<file path="src/ucfd_pkg.sv">
`timescale 1ns / 1ps
// ----------------------------------------------------------------------------
// ucfd_pkg
// Shared types, constants and helpers of the UART command frame detector.
// ----------------------------------------------------------------------------
package ucfd_pkg;

	// receive buffer depth and derived widths
	localparam int RX_BUFFER_DEPTH = 4096;
	localparam int POS_W           = $clog2(RX_BUFFER_DEPTH);
	localparam int FIELD_W         = 12;
	localparam int PLEN_W          = 16;
	localparam int CMP_W           = ((POS_W > PLEN_W) ? POS_W : PLEN_W) + 1;

	typedef logic [POS_W-1:0]   pos_t;
	typedef logic [FIELD_W-1:0] field_t;
	typedef logic [PLEN_W-1:0]  plen_t;

	// frame end decision for one stored byte
	typedef struct packed {
		logic frame_end;
		logic bad_command;
		logic name_done;
	} rule_res_t;

	// command codes
	localparam logic [7:0] CMD_X01 = 8'h01;
	localparam logic [7:0] CMD_X02 = 8'h02;
	localparam logic [7:0] CMD_X03 = 8'h03;
	localparam logic [7:0] CMD_X08 = 8'h08;
	localparam logic [7:0] CMD_X0C = 8'h0C;
	localparam logic [7:0] CMD_X0E = 8'h0E;
	localparam logic [7:0] CMD_X10 = 8'h10;
	localparam logic [7:0] CMD_X11 = 8'h11;
	localparam logic [7:0] CMD_X12 = 8'h12;
	localparam logic [7:0] CMD_X13 = 8'h13;
	localparam logic [7:0] CMD_X14 = 8'h14;
	localparam logic [7:0] CMD_X15 = 8'h15;
	localparam logic [7:0] CMD_X16 = 8'h16;
	localparam logic [7:0] CMD_X17 = 8'h17;
	localparam logic [7:0] CMD_X18 = 8'h18;
	localparam logic [7:0] CMD_X19 = 8'h19;
	localparam logic [7:0] CMD_X1A = 8'h1A;
	localparam logic [7:0] CMD_X1B = 8'h1B;
	localparam logic [7:0] CMD_X1C = 8'h1C;
	localparam logic [7:0] CMD_X1D = 8'h1D;
	localparam logic [7:0] CMD_X1E = 8'h1E;
	localparam logic [7:0] CMD_X1F = 8'h1F;
	localparam logic [7:0] CMD_X20 = 8'h20;
	localparam logic [7:0] CMD_X21 = 8'h21;
	localparam logic [7:0] CMD_X22 = 8'h22;
	localparam logic [7:0] CMD_X40 = 8'h40;

	// operation codes
	localparam logic OP_DATA    = 1'b0;
	localparam logic OP_CONTROL = 1'b1;

	// control value bit that clears the frame
	localparam int CLEAR_BIT = 7;

	// map an internal position onto the 12 bit result field
	function automatic field_t to_field(pos_t p);
		logic [POS_W+FIELD_W-1:0] ext;
		ext = {{FIELD_W{1'b0}}, p};
		return ext[FIELD_W-1:0];
	endfunction

endpackage

</file>
<file path="src/ucfd_rules.sv">
`timescale 1ns / 1ps
// ----------------------------------------------------------------------------
// ucfd_rules
// Per-command frame end rules, evaluated on the count after a stored byte.
// ----------------------------------------------------------------------------
module ucfd_rules (
	input  logic [7:0]          code,
	input  ucfd_pkg::pos_t      n,
	input  logic [7:0]          byte_in,
	input  ucfd_pkg::plen_t     plen,
	input  logic                name_done,
	output ucfd_pkg::rule_res_t res
);

	logic                       zero_b;
	logic [ucfd_pkg::CMP_W-1:0] n_ext;
	logic [ucfd_pkg::CMP_W-1:0] write_end;

	assign zero_b    = (byte_in == 8'h00);
	assign n_ext     = ucfd_pkg::CMP_W'(n);
	assign write_end = ucfd_pkg::CMP_W'(plen) + ucfd_pkg::CMP_W'(4);

	// code decoder
	always_comb begin
		res.frame_end   = 1'b0;
		res.bad_command = 1'b0;
		res.name_done   = name_done;
		unique case (code) inside
			ucfd_pkg::CMD_X01, ucfd_pkg::CMD_X02, ucfd_pkg::CMD_X0C,
			ucfd_pkg::CMD_X1E, ucfd_pkg::CMD_X1F: begin
				res.frame_end = 1'b1;
			end
			ucfd_pkg::CMD_X03, ucfd_pkg::CMD_X08, ucfd_pkg::CMD_X0E,
			ucfd_pkg::CMD_X11, ucfd_pkg::CMD_X15, ucfd_pkg::CMD_X17,
			ucfd_pkg::CMD_X18: begin
				res.frame_end = (n == ucfd_pkg::POS_W'(2));
			end
			ucfd_pkg::CMD_X12, ucfd_pkg::CMD_X21: begin
				res.frame_end = (n == ucfd_pkg::POS_W'(4));
			end
			ucfd_pkg::CMD_X14: begin
				res.frame_end = (n == ucfd_pkg::POS_W'(6));
			end
			ucfd_pkg::CMD_X16, ucfd_pkg::CMD_X19, ucfd_pkg::CMD_X1B,
			ucfd_pkg::CMD_X1C, ucfd_pkg::CMD_X1D, ucfd_pkg::CMD_X20,
			ucfd_pkg::CMD_X40: begin
				res.frame_end = zero_b;
			end
			ucfd_pkg::CMD_X10: begin
				res.frame_end = zero_b && (n >= ucfd_pkg::POS_W'(3));
			end
			ucfd_pkg::CMD_X22: begin
				res.frame_end = zero_b && (n >= ucfd_pkg::POS_W'(5));
			end
			ucfd_pkg::CMD_X1A: begin
				// rename: first zero ends the old name, second ends the frame
				res.name_done = (n == ucfd_pkg::POS_W'(1)) ? 1'b0 : name_done;
				if (zero_b) begin
					res.frame_end = res.name_done;
					res.name_done = !res.name_done;
				end
			end
			ucfd_pkg::CMD_X13: begin
				// write: four header bytes then the payload
				res.frame_end = (n_ext >= ucfd_pkg::CMP_W'(4)) && (n_ext == write_end);
			end
			default: begin
				res.frame_end   = 1'b1;
				res.bad_command = 1'b1;
			end
		endcase
	end

endmodule

</file>
<file path="src/uart_command_frame_detector_unit.sv">
`timescale 1ns / 1ps
// ----------------------------------------------------------------------------
// uart_command_frame_detector_unit
// Tags received bytes with their frame position and flags frame ends.
// ----------------------------------------------------------------------------
// Pipeline: an accepted item is held in the input register, then in the result register.
// Throughput: one item per cycle while the receiver does not stall; frame state is updated as the item advances.
// Reset: arst_n clears position, command code, payload length and rename flag
// and empties both pipeline stages.
module uart_command_frame_detector_unit (
	input  logic        clk,
	input  logic        arst_n,
	input  logic        item_valid,
	output logic        item_ready,
	input  logic        op,
	input  logic [7:0]  byte_in,
	output logic        result_valid,
	input  logic        result_ready,
	output logic        accepted,
	output logic [11:0] position,
	output logic [7:0]  byte_out,
	output logic        frame_end,
	output logic [7:0]  command,
	output logic [11:0] frame_length,
	output logic        bad_command,
	output logic        saturated,
	output logic        frame_cleared
);

	logic                valid_s1;
	logic                op_s1;
	logic [7:0]          byte_s1;
	logic                valid_s2;
	ucfd_pkg::pos_t      pos_q;
	logic [7:0]          code_q;
	ucfd_pkg::plen_t     plen_q;
	logic                name_done_q;

	logic                adv;
	logic                is_ctrl;
	logic                lead_zero;
	logic                sat;
	ucfd_pkg::pos_t      n;
	logic [7:0]          code_nx;
	ucfd_pkg::plen_t     plen_nx;
	ucfd_pkg::rule_res_t rule;
	ucfd_pkg::pos_t      pos_nx;
	logic                store;

	// handshake
	assign adv          = valid_s1 && (!valid_s2 || result_ready);
	assign item_ready   = !valid_s1 || adv;
	assign result_valid = valid_s2;

	// input register
	always_ff @(posedge clk or negedge arst_n) begin
		if (!arst_n) begin
			valid_s1 <= 1'b0;
		end else if (item_ready) begin
			valid_s1 <= item_valid;
		end
	end

	always_ff @(posedge clk) begin
		if (item_ready && item_valid) begin
			op_s1   <= op;
			byte_s1 <= byte_in;
		end
	end

	// byte classification and next state
	assign is_ctrl   = (op_s1 == ucfd_pkg::OP_CONTROL);
	assign lead_zero = (pos_q == '0) && (byte_s1 == 8'h00);
	assign store     = !is_ctrl && !lead_zero;
	assign sat       = (pos_q == ucfd_pkg::POS_W'(ucfd_pkg::RX_BUFFER_DEPTH - 1));
	assign n         = sat ? pos_q : pos_q + ucfd_pkg::POS_W'(1);
	assign code_nx   = (pos_q == '0) ? byte_s1 : code_q;

	always_comb begin
		plen_nx = plen_q;
		if (pos_q == ucfd_pkg::POS_W'(2)) begin
			plen_nx[7:0] = byte_s1;
		end else if (pos_q == ucfd_pkg::POS_W'(3)) begin
			plen_nx[15:8] = byte_s1;
		end
	end

	ucfd_rules u_rules (
		.code      (code_nx),
		.n         (n),
		.byte_in   (byte_s1),
		.plen      (plen_nx),
		.name_done (name_done_q),
		.res       (rule)
	);

	always_comb begin
		if (is_ctrl) begin
			pos_nx = byte_s1[ucfd_pkg::CLEAR_BIT] ? '0 : pos_q;
		end else if (lead_zero) begin
			pos_nx = pos_q;
		end else begin
			pos_nx = rule.frame_end ? '0 : n;
		end
	end

	// frame state
	always_ff @(posedge clk or negedge arst_n) begin
		if (!arst_n) begin
			pos_q       <= '0;
			code_q      <= '0;
			plen_q      <= '0;
			name_done_q <= 1'b0;
		end else if (adv) begin
			pos_q <= pos_nx;
			if (store) begin
				code_q      <= code_nx;
				plen_q      <= plen_nx;
				name_done_q <= rule.name_done;
			end
		end
	end

	// result register
	always_ff @(posedge clk or negedge arst_n) begin
		if (!arst_n) begin
			valid_s2 <= 1'b0;
		end else if (adv) begin
			valid_s2 <= 1'b1;
		end else if (result_ready) begin
			valid_s2 <= 1'b0;
		end
	end

	always_ff @(posedge clk) begin
		if (adv) begin
			accepted      <= store;
			position      <= store ? ucfd_pkg::to_field(pos_q) : '0;
			byte_out      <= store ? byte_s1 : 8'h00;
			frame_end     <= store && rule.frame_end;
			bad_command   <= store && rule.bad_command;
			saturated     <= store && sat;
			frame_cleared <= is_ctrl && byte_s1[ucfd_pkg::CLEAR_BIT];
			if (is_ctrl) begin
				command      <= (pos_nx != '0) ? code_q : 8'h00;
				frame_length <= ucfd_pkg::to_field(pos_nx);
			end else if (lead_zero) begin
				command      <= 8'h00;
				frame_length <= '0;
			end else begin
				command      <= code_nx;
				frame_length <= ucfd_pkg::to_field(n);
			end
		end
	end

`ifndef SYNTHESIS
	// a frame end only comes with a stored byte
	a_end_stored: assert property (@(posedge clk) disable iff (!arst_n)
		result_valid && frame_end |-> accepted)
		else $error("frame end without stored item");

	// an unknown code always ends its frame
	a_bad_ends: assert property (@(posedge clk) disable iff (!arst_n)
		result_valid && bad_command |-> frame_end)
		else $error("bad command without frame end");

	// a clearing control write stores nothing
	a_clear_no_store: assert property (@(posedge clk) disable iff (!arst_n)
		result_valid && frame_cleared |-> !accepted && frame_length == '0)
		else $error("clear reported with stored item or nonzero length");

	// a completed frame returns the position to zero
	a_end_resets_pos: assert property (@(posedge clk) disable iff (!arst_n)
		adv && store && rule.frame_end |=> pos_q == '0)
		else $error("position not cleared after frame end");
`endif

endmodule

</file>
<file path="config.mk">
export PLATFORM = sky130hd
export DESIGN_NAME = uart_command_frame_detector_unit
export DESIGN_NICKNAME = d
export VERILOG_FILES = /design/src/ucfd_pkg.sv /design/src/ucfd_rules.sv /design/src/uart_command_frame_detector_unit.sv
export SDC_FILE = /design/constraint.sdc
export NUM_CORES = 1
export LEC_CHECK = 0
export ABC_AREA = 1
export BUFFER_PORTS_ARGS = -buffer_cell sky130_fd_sc_hd__buf_2
export CAP_MARGIN = 10
export CORE_MARGIN = 8
export CORE_UTILIZATION = 30
export CTS_CLUSTER_DIAMETER = 60
export CTS_CLUSTER_SIZE = 8
export DETAILED_ROUTE_END_ITERATION = 6
export PLACE_DENSITY_LB_ADDON = 0.1
export SETUP_SLACK_MARGIN = 0.3
export SLEW_MARGIN = 25
export SYNTH_ARGS = -nofsm -noshare
export SYNTH_HDL_FRONTEND = slang
export SYNTH_HIERARCHICAL = 1
export SYNTH_SLANG_ARGS = --single-unit
</file>
<file path="constraint.sdc">
create_clock -name clk -period 8.4 [get_ports clk]
set_clock_uncertainty 0.1 [all_clocks]
set_input_delay 0.84 -clock clk [delete_from_list [all_inputs] [get_ports clk]]
set_output_delay 0.84 -clock clk [all_outputs]
set_load 0.1 [all_outputs]
</file>
==> results.txt, run 1 <==
The fill cell total of the finished layout came out at 1969. In this run the power density over the cells is 373 nW/um^2. The startpoint kind of the worst setup timing path was a register.

In this run the worst path has a maximum fanout of 16. The layer flagged by global routing as most heavily used is met2. After detailed routing, the number of remaining DRC violations is 0. The netlist uses 38 different library cells.

From synthesis to final layout, the design area changed by 15.5%. Setup repair after global routing left no endpoint under its margin. Once detail routing completed, the nets flagged for antenna violations numbered 0. The clock edge transition at the registers on the reported setup and hold paths was 0.08 ns. The library cell used most frequently in the layout, excluding fill and tap cells, is sky130_fd_sc_hd__nand2_1.

Hold timing on the final database bottoms out at a slack of 0.383 ns. The tool flagged a number of max-cap violations equal to 0. The run gives 0.873 as the final RePlAce weighted congestion. TritonCTS built the clock tree. Number of vias per cell after detailed routing: 4.78.

The flow ran to the end, and the final reports show no timing, DRC or antenna violations. 0 antenna diodes ended up in the layout. At the end of the flow, the number of nets in the layout was 786.

The post-synthesis instance area was 5660 sq um. Data on the critical path is required at its endpoint by 8.41 ns. In the layout the commonest cells are sky130_fd_sc_hd__nand2_1, sky130_fd_sc_hd__nor2_1, sky130_fd_sc_hd__inv_1. The critical path is of the register to register type. The smallest clock period supported by the final layout is computed as 4.83 ns. The die outline width came out at 153 um.

The clock root buffer master is sky130_fd_sc_hd__clkbuf_16. In this run the biggest area consumer among cell types represents 28.6% of the synthesized area. In the global route stage, met3 resource usage came out at 3.13%.

The net count after synthesis was 729; the remaining max-slew budget at the tightest pin was 33.7%. In this run the mean area of a mapped cell was 7.97 sq um. The global-route usage over all layers came out at 14.3%. The post-place instance area was 6200 sq um; the slew at the pin closest to its max-slew limit was 0.984 ns. The cell accounting for the most synthesized area was sky130_fd_sc_hd__edfxtp_1. The fraction of met2 tracks used by global routing is 23.2%. The initial utilization of the core area, before any placement, comes to 30.4%. Area inside the core boundary: 18600 sq um. For this design the static power due to leakage is 3.17 nW. The tools report the maximum number of pins on one net before global-route repair as 70.

The floorplan row count is 50. The average detailed-routed wire length per instance works out to 16.4 um. The logs give 0 for the setup violation total in the final timing report and 12200 um for the half-perimeter wire length after detailed placement. The number of sinks handled by clock tree synthesis was 93; the post-CTS setup buffer count was 0. The number of hold-slack violations in the final timing report is 0, and the die height is 153 um.

The via count of the first global-routing pass is 4850, and the total negative slack is 0 ns. Once the clock tree was built, the resizer swapped 0 gates to a different size. The min-delay analysis places its worst path in the category register to register. Counting every instance in the synthesized netlist gives 711. The logs give 0 for the initial antenna violation count and 0.36 ns for the later-pin clock latency in the skew report. Sorting the synthesized cells by area gives the leading types as sky130_fd_sc_hd__edfxtp_1, sky130_fd_sc_hd__dfrtp_1, sky130_fd_sc_hd__nand2_1, sky130_fd_sc_hd__nor2_1, sky130_fd_sc_hd__inv_1. The routed layout has 4810 vias. The total length of routed wires came out at 16500 um. The total overflow left after global routing is 0. STA puts the critical path data arrival time at 4.84 ns. Met1 layer usage reported by global route: 18.8%. After layout, the worst path uses 57.5% of the clock period. For the total iterations of the first detailed-routing run, the log shows 5. Counting along the longest clock path gives a buffer depth of 2.

Across the VDD grid, the largest voltage drop is 0.000118 V. After the first detailed-routing iteration, the DRC count stood at 370. The die covers 23500 sq um. The maximum clock frequency was 207 MHz; the number of levels in the clock H-tree was 3. The run gives 0 as the number of slew-limit violations in the final report.

In this run, CTS created clock tree buffers numbering 9. In this run the count of I/O pins placed on the die edge is 60. The post-route netlist has 19.8% of its cells at a drive strength greater than 1.

The synthesized design contains 93 register bits. In this run, post-CTS hold repair placed 0 buffers. During synthesis, Yosys emitted a total of 6 warnings. Port buffering added 59 buffers. First-pass GRT wire length: 26500 um. STA classifies the critical path endpoint as a register. Summing all non-filler instances in the final layout gives an area of 6540 sq um. Part of the Yosys area used for sequential elements: 45.9%.
state kept, by name (all words and copies together), names as in the netlist:
name / count
result_valid: 1
valid_s1: 1
byte_s1: 8
frame_length: 12
command: 8
bad_command: 1
is_ctrl: 1
pos_q: 12
code_q: 8
frame_end: 1
position: 12
frame_cleared: 1
name_done_q: 1
saturated: 1
byte_out: 8
accepted: 1
plen_q: 16
Yosys cell counts (all sizes together):
master,instances
a21oi,3
nor3,7
nand4,15
nand3b,2
nor2,100
o21a,1
dfrtp,39
nand2,211
clkbuf,10
xor2,13
o21ai,52
edfxtp,54
inv,95
xnor2,8
a311oi,1
mux2,18
a31oi,5
nand3,60
nor4,3
clkinv,1
ha,5
buf,8
worst paths after layout:
check	start	to	slack (ns)	cells after the start
max	pos_q[0]	command[3]	3.57	25
min	plen_q[15]	plen_q[15]	0.38	2
min in group asynchronous	arst_n	code_q[7]	0.39	1
min reg2reg	plen_q[15]	plen_q[15]	0.38	2
max in group asynchronous	arst_n	pos_q[7]	7.40	1
max reg2reg	pos_q[0]	command[3]	3.57	25
through the flow:
stage          total power, mW  cells  utilization, %  worst slack (ns)
2_1_floorplan             1.68    711               -              4.45
6_report                  2.44   1007            35.1              3.57
3_3_place_gp              1.95    990            33.2              3.27
5_1_grt                   2.61   1007            35.1              3.11
4_1_cts                   2.45   1007            35.1              3.53
3_5_place_dp              1.97    991            33.3              3.53
cell type report:
type / instances / area [sq um] / share of cell area (%)
Multi-Input combinational cell: 504 / 2620 / 40.0
Sequential cell: 93 / 2600 / 39.7
Inverter: 96 / 360 / 5.51
Timing Repair Buffer: 64 / 335 / 5.12
Tap cell: 234 / 293 / 4.47
Clock buffer: 10 / 229 / 3.50
Clock inverter: 6 / 113 / 1.72
where the power goes:
group,switching [mW],internal (mW)
registers,0.0636,0.610
logic,0.966,0.319
clock network,0.189,0.291
total,1.22,1.22
routing by layer:
| metal | vias up | wire (um) |
|---|---|---|
| met5 | - | 0 |
| met3 | 10 | 767 |
| li1 | 2403 | - |
| met1 | 2280 | 7870 |
| met4 | 0 | 146 |
| met2 | 117 | 7680 |
worst max-delay path, stage by stage (launching register included):
cell,delay (ns)
sky130_fd_sc_hd__dfrtp_1,0.45
sky130_fd_sc_hd__inv_2,0.17
sky130_fd_sc_hd__ha_1,0.18
sky130_fd_sc_hd__nand3_1,0.13
sky130_fd_sc_hd__nor4_1,0.27
sky130_fd_sc_hd__inv_1,0.28
sky130_fd_sc_hd__o21ai_0,0.85
sky130_fd_sc_hd__nor2_2,0.17
sky130_fd_sc_hd__nand3_1,0.18
sky130_fd_sc_hd__nand2_1,0.09
sky130_fd_sc_hd__nand2_1,0.10
sky130_fd_sc_hd__nand2_1,0.05
sky130_fd_sc_hd__nor2_1,0.18
sky130_fd_sc_hd__nand3_1,0.10
sky130_fd_sc_hd__nand3_1,0.07
sky130_fd_sc_hd__nor2_1,0.04
sky130_fd_sc_hd__nand2_1,0.05
sky130_fd_sc_hd__inv_1,0.20
sky130_fd_sc_hd__nand3_1,0.16
sky130_fd_sc_hd__nand2_1,0.10
sky130_fd_sc_hd__nor2_1,0.11
sky130_fd_sc_hd__nand2_1,0.07
sky130_fd_sc_hd__nor2_2,0.16
sky130_fd_sc_hd__nand3_4,0.14
sky130_fd_sc_hd__nand2_1,0.09
sky130_fd_sc_hd__nand2_1,0.06
cell families after synthesis:
family	Yosys count	synth area share, %
flip-flops	93	45.9
AO/OA/AOI/OAI	62	5.83
AND/OR/NAND/NOR	398	32.3
buffers and inverters	114	7.95
multiplexers	18	3.58
adder cells (fa/ha/maj)	5	1.10
XOR/XNOR	21	3.38
No activity file was read; power rests on OpenSTA's default activity.
==> run 2: changes to the inputs <==
ABC_AREA = 0   (was 1)
clock period = 4.66 ns   (was 8.4 ns; I/O delays follow)
==> run 2 against run 1 <==
Net effect: via count is 5.2% lower; clock power is 46% higher; critical path type unchanged; worst hold slack worse by 0.38 ns.
==> results.txt, run 2 <==
The cell with the most instances after synthesis is sky130_fd_sc_hd__edfxtp_1. The clock edge transition at the registers on the reported setup and hold paths works out to 0.07 ns (about the same). The net count after synthesis was 541 (-26%).

For the synthesized instance count, the log shows 523 (-26%). The footprint of the multi-input gates was 2830 sq um (+8.0%). The run finished with clean final reports.

The average detailed-routed wire length per instance was 19.1 um (+17%). For the number of nets in the layout, the log shows 659 (-16%). Worst-path cell with the longest stage delay: sky130_fd_sc_hd__or4b_4.

The Yosys warning count came out at 6 (unchanged). The number of sinks handled by clock tree synthesis is 93 (unchanged), and the remaining max-slew budget at the tightest pin is 40.2% (+6.5 points). The tools report the portion of total power attributed to the clock network as 22.2% (+2.5 points). The internal power consumption was 1.88 mW (+54%); the half-perimeter wire length after detailed placement was 12500 um (+2.4%). The number of I/O pins was 60 (unchanged). The global-route usage over all layers was 15.2% (+0.88 points). The run gives 30.6% (+0.23 points) as the starting density of the core.

The minimum hold slack was 0.00741 ns (-0.376 ns). The logs give 9 (unchanged) for the number of buffers created by CTS and 3 (unchanged) for the number of levels in the clock H-tree. The worst setup path is of the register to register kind. The logs give 4558 (-5.2%) for the via count of the routed design and 73 (+92%) for the count of different cell masters after synthesis.

For the area inside the core boundary, the log shows 18000 sq um (-3.6%). Setup repair after global routing could not meet its margin everywhere. The flip-flop and latch count after synthesis was 93 (unchanged); the final critical-path required period was 4.47 ns (-0.363 ns). The total grt overflow was 0 (unchanged).

The logs give 0.000228 V (+93%) for the worst-case vdd ir drop and 0 (unchanged) for the hold buffer count at cts. The net switching power of the design was 1.26 mW (+3.8%). The largest fanout on the critical path is 8 (-8), and the final design utilization is 38.8% (+3.7 points). The initial antenna violation count was 0 (unchanged); the later-pin clock latency in the skew report was 0.36 ns (about the same). The setup violation total in the final timing report came out at 0 (unchanged). The worst min-delay path class is primary input to asynchronous set/reset pin. The via count of the first global-routing pass is 4597 (-5.2%), and the maximum number of pins on one net before global-route repair is 40 (-43%). The tools report the post-place instance area as 6490 sq um (+4.7%). The combinational power share was 43.2% (-9.5 points); the flip-flop count of the largest register, all copies and words added was 16 (unchanged). Register containing the most flip-flops in the final layout: plen_q. The tools report the die area as 22900 sq um (-2.6%).

The stage delay of the slowest cell on the critical path works out to 0.54 ns (-0.31 ns). For the maximum count of clock buffers along a single path, the log shows 2 (unchanged). The run gives 224 MHz (+8.1%) as the maximum clock frequency.

Die height: 151 um (-1.3%). Fill cell total of the finished layout: 1818 (-7.7%). In this run the clock root is driven by a sky130_fd_sc_hd__clkbuf_16. The number of flops mapped to enable cells by yosys works out to 54 (unchanged). The logs give 34.5% (+6.9 points) for the sequential power share and 0 (unchanged) for the count of antenna-violating nets left after detailed routing.

Number of vias per cell after detailed routing: 5.21 (+9.1%). STA classifies the critical path endpoint as a register. The tools report the total length of routed wires as 16700 um (+1.5%). The leading cell type in the layout, fill and taps excluded was sky130_fd_sc_hd__buf_4. Ratio of total power to cell area: 452 nW/um^2 (+21%).

The slew at the pin closest to its max-slew limit works out to 0.893 ns (-0.0908 ns). The part of the Yosys area used for sequential elements came out at 47.2% (+1.4 points). The area growth from synthesis to layout is 26.6%. The critical path goes through nor4_4 > nand4_1 > buf_6 > mux2i_1 > inv_1 > or4b_4 > nor3b_4 > nand3_1 > nor4_2 > nand4_1 > o31ai_4 > or2_4 > nor2_4 > a21oi_2 > o32ai_1 > buf_4 > nor4_4 > buf_6 > a31oi_1. The synthesized area divided by synthesized cell count came out at 10.5 sq um (+32%). The number of standard cells in the final layout excluding fillers is 875 (-13%), and the total placed cells including tap cells is 852 (-14%).

The max-cap violation count was 0 (unchanged); the buffers plus inverters on the worst setup path was 4 (+1). The run gives 26400 um (-0.13%) as the first-pass GRT wire length. Endpoint arrival time on the critical path: 4.47 ns (-0.37 ns). By area the synthesized netlist is led by sky130_fd_sc_hd__edfxtp_1, sky130_fd_sc_hd__dfrtp_1, sky130_fd_sc_hd__mux2_2, sky130_fd_sc_hd__nor2_1, sky130_fd_sc_hd__a21oi_1. The tools report the DRC violation total after the first TritonRoute iteration as 357 (-3.5%). The die outline width works out to 151 um (-1.3%). The post-synthesis instance area was 5500 sq um (-2.9%); the flip-flop and latch area was 2600 sq um (unchanged).

The share of the synthesized area in the top cell type came out at 29.5% (+0.86 points). STA classifies the critical path startpoint as a register. Portion of the clock cycle consumed by the worst path in the final layout: 95.8% (+38 points). The run gives 0 (unchanged) as the number of antenna diodes. The commonest cells after synthesis are sky130_fd_sc_hd__edfxtp_1, sky130_fd_sc_hd__nor2_1, sky130_fd_sc_hd__dfrtp_1, sky130_fd_sc_hd__mux2_2, sky130_fd_sc_hd__nand2_1. The biggest area contributor in the post-synthesis netlist is sky130_fd_sc_hd__edfxtp_1. The post-detailed-route DRC marker count is 0 (unchanged), and the share of synthesized flip-flops with an asynchronous set or reset is 41.9% (unchanged). Most used flip-flop cell after synthesis: sky130_fd_sc_hd__edfxtp_1. For the floorplan row count, the log shows 49 (-2.0%). The number of port buffers came out at 59 (unchanged). The final RePlAce weighted congestion came out at 0.885 (+1.4%). The total iterations of the first detailed-routing run is 5 (unchanged).

For the number of slew-limit violations in the final report, the log shows 0 (unchanged). In the layout the commonest cells are sky130_fd_sc_hd__buf_4, sky130_fd_sc_hd__buf_2, sky130_fd_sc_hd__edfxtp_1. TritonCTS built the clock tree. Broken down by cell family, the worst path's largest delay share belongs to simple AND/OR/NAND/NOR gates. The switching power as a share of total power was 40.2% (-9.8 points). The required time at the endpoint of the critical path was 4.67 ns (-3.74 ns). The share of layout cells above drive strength 1 is 35.8% (+16 points).

The number of hold-slack violations in the final timing report was 0 (unchanged); the leakage power of the design was 2.87 nW (-9.5%). Total non-filler cell area in the finished layout: 6960 sq um (+6.4%).
[run 2: cell count changes after synthesis, moves of 9 or more]
cell	before	now
sky130_fd_sc_hd__mux2_2	17	37
sky130_fd_sc_hd__nand3_1	51	13
sky130_fd_sc_hd__a21oi_1	3	27
sky130_fd_sc_hd__nor2b_1	0	21
sky130_fd_sc_hd__o21ai_1	11	0
sky130_fd_sc_hd__nor2_1	84	40
sky130_fd_sc_hd__mux2i_1	0	12
sky130_fd_sc_hd__nand2_1	200	34
sky130_fd_sc_hd__a22o_1	0	9
sky130_fd_sc_hd__o21ai_0	39	18
sky130_fd_sc_hd__inv_2	14	0
sky130_fd_sc_hd__inv_1	81	23
sky130_fd_sc_hd__and3_1	0	11
sky130_fd_sc_hd__a21boi_0	0	9
[run 2: cell type report]
type	count	area share, %
Clock buffer	10	3.29
Sequential cell	93	37.3
Tap cell	229	4.11
Clock inverter	6	0.665
Multi-Input combinational cell	378	40.6
Timing Repair Buffer	134	12.7
Inverter	25	1.35
[run 2: worst paths after layout]
path | from | to | slack [ns] | depth (start not counted)
setup reg to reg | pos_q[5] | command[6] | 0.19 | 19
hold reg to reg | plen_q[3] | plen_q[3] | 0.41 | 1
min in group clk | byte_in[7] | byte_s1[7] | 0.19 | 1
max in group asynchronous | arst_n | pos_q[10] | 4.06 | 1
setup / recovery | pos_q[5] | command[6] | 0.19 | 19
hold / removal | arst_n | plen_q[3] | 0.007 | 1
[run 2: worst reg2reg max path, stage by stage, from the launching register on]
cell,delay (ns)
sky130_fd_sc_hd__dfrtp_1,0.41
sky130_fd_sc_hd__nor4_4,0.32
sky130_fd_sc_hd__nand4_1,0.19
sky130_fd_sc_hd__buf_6,0.20
sky130_fd_sc_hd__mux2i_1,0.19
sky130_fd_sc_hd__inv_1,0.08
sky130_fd_sc_hd__or4b_4,0.54
sky130_fd_sc_hd__nor3b_4,0.24
sky130_fd_sc_hd__nand3_1,0.12
sky130_fd_sc_hd__nor4_2,0.26
sky130_fd_sc_hd__nand4_1,0.18
sky130_fd_sc_hd__o31ai_4,0.29
sky130_fd_sc_hd__or2_4,0.19
sky130_fd_sc_hd__nor2_4,0.04
sky130_fd_sc_hd__a21oi_2,0.13
sky130_fd_sc_hd__o32ai_1,0.09
sky130_fd_sc_hd__buf_4,0.15
sky130_fd_sc_hd__nor4_4,0.24
sky130_fd_sc_hd__buf_6,0.18
sky130_fd_sc_hd__a31oi_1,0.09
[run 2: cell families after synthesis]
logic type               after synthesis  synth area share [%]
buffers and inverters                 52                  4.16
multiplexers                          50                  10.2
adder cells (fa/ha/maj)                5                  1.14
flip-flops                            93                  47.2
AO/OA/AOI/OAI                        113                  14.2
XOR/XNOR                              21                  3.34
AND/OR/NAND/NOR                      189                  19.8
[run 2: metrics by stage]
step                      setup TNS (ns)  power, mW  worst slack, ns
after floorplan                        0       2.03            0.320
after global placement                 0       2.39            0.165
after detailed placement               0       2.40           0.0976
after CTS                              0       3.13            0.236
after global routing              -0.498       3.32          -0.0742
final                                  0       3.15            0.195
[run 2: what timing repair did]
| item | 4_1_cts | 5_1_grt |
|---|---|---|
| gates cloned | 0 | 0 |
| endpoints found under the hold margin | 0 | 0 |
| setup endpoints to repair | 8 | 17 |
| pin swaps | 7 | 4 |
| buffers inserted | 4 | 3 |
| gates resized for setup | 13 | 15 |
[run 2: layer usage]
metal  global-route usage (%)  wire length [um]  vias up
met2                     23.2              7390      146
met5                        0                 0        -
met1                     20.5              7950     2202
li1                         -                 -     2187
met3                     2.87              1030       23
met4                     6.88               350        0
[run 2: power by group through the flow]
stage | Combinational, mW | Clock (mW) | Sequential, mW
after floorplan | 0.663 | 0 | 1.36
after global routing | 1.47 | 0.752 | 1.10
after global placement | 1.30 | 0 | 1.10
after CTS | 1.33 | 0.722 | 1.08
final | 1.36 | 0.700 | 1.09
after detailed placement | 1.30 | 0 | 1.10
==> run 3: changes to the inputs <==
CELL_PAD_IN_SITES_DETAIL_PLACEMENT = 1   (was unset)
CELL_PAD_IN_SITES_GLOBAL_PLACEMENT = 2   (was unset)
GPL_TIMING_DRIVEN = 0   (was unset)
SKIP_CTS_REPAIR_TIMING = 1   (was unset)
==> run 3 against run 2 <==
Net effect: the flow now finishes with violations (negative setup slack); power up 5.0%; worst hold slack better by 0.014 ns; critical endpoint is now command[4]; via count up 0.94%; die area unchanged; first-iteration DRC count down 31%; non-clock buffer count down 9; largest cell class unchanged; setup slack worse by 0.28 ns.
==> results.txt, run 3 (synthesis gave the netlist of run 2 again) <==
The tools report the floorplan row count as 49 (unchanged). The buffers plus inverters on the worst setup path is 5 (+1). plen_q holds more flip-flops than any other register.

The DRC violation total after the first TritonRoute iteration is 247 (-31%). Share of layout cells above drive strength 1: 39.4% (+3.6 points). The maximum number of pins on one net before global-route repair is 40 (unchanged), and the total non-filler cell area in the finished layout is 7080 sq um (+1.7%).

The via count of the routed design is 4601 (+0.94%), and the stage delay of the slowest cell on the critical path is 0.51 ns (-0.03 ns). TritonCTS built the clock tree. The number of vias per cell after detailed routing is 5.31 (+2.0%).

The number of port buffers was 59 (unchanged); the post-place instance area was 6140 sq um (-5.4%). The tools report the maximum clock frequency as 211 MHz (-5.8%). Among the stages of the critical path, the cell type that occurs most often is sky130_fd_sc_hd__buf_6. The number of antenna diodes was 0 (unchanged); the die area was 22900 sq um (unchanged). The number of levels in the clock H-tree is 3 (unchanged), and the later-pin clock latency in the skew report is 0.36 ns (about the same). Portion of the clock cycle consumed by the worst path in the final layout: 102% (+5.9 points). Total negative slack: -0.574 ns (-0.574 ns). The flip-flop count of the largest register, all copies and words added is 16 (unchanged). The average detailed-routed wire length per instance is 21.3 um (+12%). The die outline width is 151 um (unchanged), and the number of hold-slack violations in the final timing report is 0 (unchanged). The final RePlAce weighted congestion is 0.814 (-8.0%). Startpoint kind of the worst setup timing path: a register. For the total power, the log shows 3.30 mW (+5.0%). The number of nets in the layout was 650 (-1.4%); the count of antenna-violating nets left after detailed routing was 0 (unchanged). The clock edge transition at the registers on the reported setup and hold paths is 0.07 ns (about the same). The max-cap violation count came out at 0 (unchanged).

The total iterations of the first detailed-routing run is 4 (-1). In the layout the commonest cells are sky130_fd_sc_hd__buf_2, sky130_fd_sc_hd__edfxtp_1, sky130_fd_sc_hd__buf_4. For the total grt overflow, the log shows 0 (unchanged). The signal on the critical path passes through buf_6 > nor4_4 > nand4_1 > buf_6 > mux2i_2 > inv_2 > or4b_4 > nor3b_4 > nand3_2 > nor4_4 > nand4_1 > o31ai_4 > or2_4 > buf_6 > a21oi_2 > a32o_2 > nor4_4 > buf_6 > a31oi_2. The largest fanout on the critical path came out at 8 (unchanged). The final setup slack of the worst path is -0.0815 ns (-0.276 ns), and the fill cell total of the finished layout is 2014 (+11%). The tools report the starting density of the core as 30.6% (unchanged). The area growth from synthesis to layout was 28.7%; the leakage power of the design was 2.84 nW (-0.92%). The final critical-path required period is 4.74 ns (+0.276 ns). The switching power as a share of total power works out to 40.7% (+0.46 points).

The sequential power share came out at 33.2% (-1.3 points). The combinational power share came out at 44.0% (+0.8 points). Worst min-delay path class: primary input to asynchronous set/reset pin. The ratio of total power to cell area came out at 466 nW/um^2 (+3.3%).

The depth of the most critical reg-to-reg path is 19 (unchanged). The worst-path cell with the longest stage delay is sky130_fd_sc_hd__or4b_4. The run finished, with violations left. Leaving out fill and tap cells, the most frequent cell in the layout is sky130_fd_sc_hd__buf_2.

Initial antenna violation count: 0 (unchanged). The logs give 1.96 mW (+4.2%) for the internal power consumption and 2 (unchanged) for the maximum count of clock buffers along a single path. The worst setup path is captured at a register. The post-placement worst setup slack is -1.06 ns (-1.15 ns), and the endpoint arrival time on the critical path is 4.74 ns (+0.27 ns). The worst-case vdd ir drop was 0.000204 V (-11%). The run gives 16.1% (+0.92 points) as the global-route usage over all layers.

The via count of the first global-routing pass is 4573 (-0.52%). The run gives 93 (unchanged) as the number of sinks handled by clock tree synthesis. The die height came out at 151 um (unchanged).

The final reports fail on negative setup slack. The number of buffers created by CTS was 9 (unchanged); the required time at the endpoint of the critical path was 4.66 ns (about the same). For the total length of routed wires, the log shows 18500 um (+10%). The total placed cells including tap cells was 813 (-4.6%); the number of I/O pins was 60 (unchanged). The half-perimeter wire length after detailed placement was 13000 um (+4.5%); the reg-to-reg setup timing slack was -0.08 ns (-0.28 ns). Post-detailed-route DRC marker count: 0 (unchanged). The portion of total power attributed to the clock network came out at 22.8% (+0.6 points). Remaining max-slew budget at the tightest pin: 42.7% (+2.5 points). The clock root buffer master is sky130_fd_sc_hd__clkbuf_16. For the number of standard cells in the final layout excluding fillers, the log shows 866 (-1.0%). The critical path class is register to register.

The area inside the core boundary was 18000 sq um (unchanged); the net switching power of the design was 1.34 mW (+6.2%). The run gives 27700 um (+4.7%) as the first-pass GRT wire length. The final design utilization is 39.4% (+0.64 points), and the setup violation total in the final timing report is 8 (+8). The largest delay contributor family on the critical path was simple AND/OR/NAND/NOR gates.

For the number of slew-limit violations in the final report, the log shows 0 (unchanged). The worst register-to-register path ends at command[4]. Setup repair after global routing could not meet its margin everywhere.

The startpoint of the lowest-slack register-to-register path was pos_q[2]. The slew at the pin closest to its max-slew limit works out to 0.856 ns (-0.0377 ns). The minimum hold slack came out at 0.0215 ns (+0.0141 ns).
## run 3: power groups by stage
stage / registers [mW] / clock network, mW / logic [mW]
finish: 1.10 / 0.752 / 1.45
floorplan: 1.36 / 0 / 0.663
CTS: 1.09 / 0.776 / 1.21
detailed placement: 1.11 / 0 / 1.20
global placement: 1.10 / 0 / 1.17
global route: 1.11 / 0.808 / 1.55
## run 3: metal layers
metal	global-route usage (%)	up-vias	share of wire, %
met5	0	-	0
met2	25.7	84	48
met3	2.54	21	4.8
met1	21.7	2332	46
li1	-	2164	-
met4	5.69	0	1.6
## run 3: worst max path at each step
stage / cells after the start / start / slack (ns) / endpoint
2_1_floorplan: 19 / pos_q[4] / 0.32 / command[2]
3_3_place_gp: 21 / pos_q[1] / -1.44 / command[4]
3_5_place_dp: 19 / pos_q[6] / -1.06 / command[4]
4_1_cts: 19 / pos_q[6] / -1.08 / command[4]
5_1_grt: 19 / pos_q[2] / -0.28 / command[0]
6_report: 19 / pos_q[2] / -0.08 / command[4]
## run 3: layout make-up
type / instances / area (sq um) / area share, %
timing repair buffer: 98 / 619 / 8.75
tap: 229 / 287 / 4.05
inverter: 25 / 95.1 / 1.34
sequential: 93 / 2600 / 36.7
buffer: 27 / 166 / 2.35
multi-input combinational: 378 / 3020 / 42.7
clock buffer: 10 / 229 / 3.23
clock inverter: 6 / 62.6 / 0.884
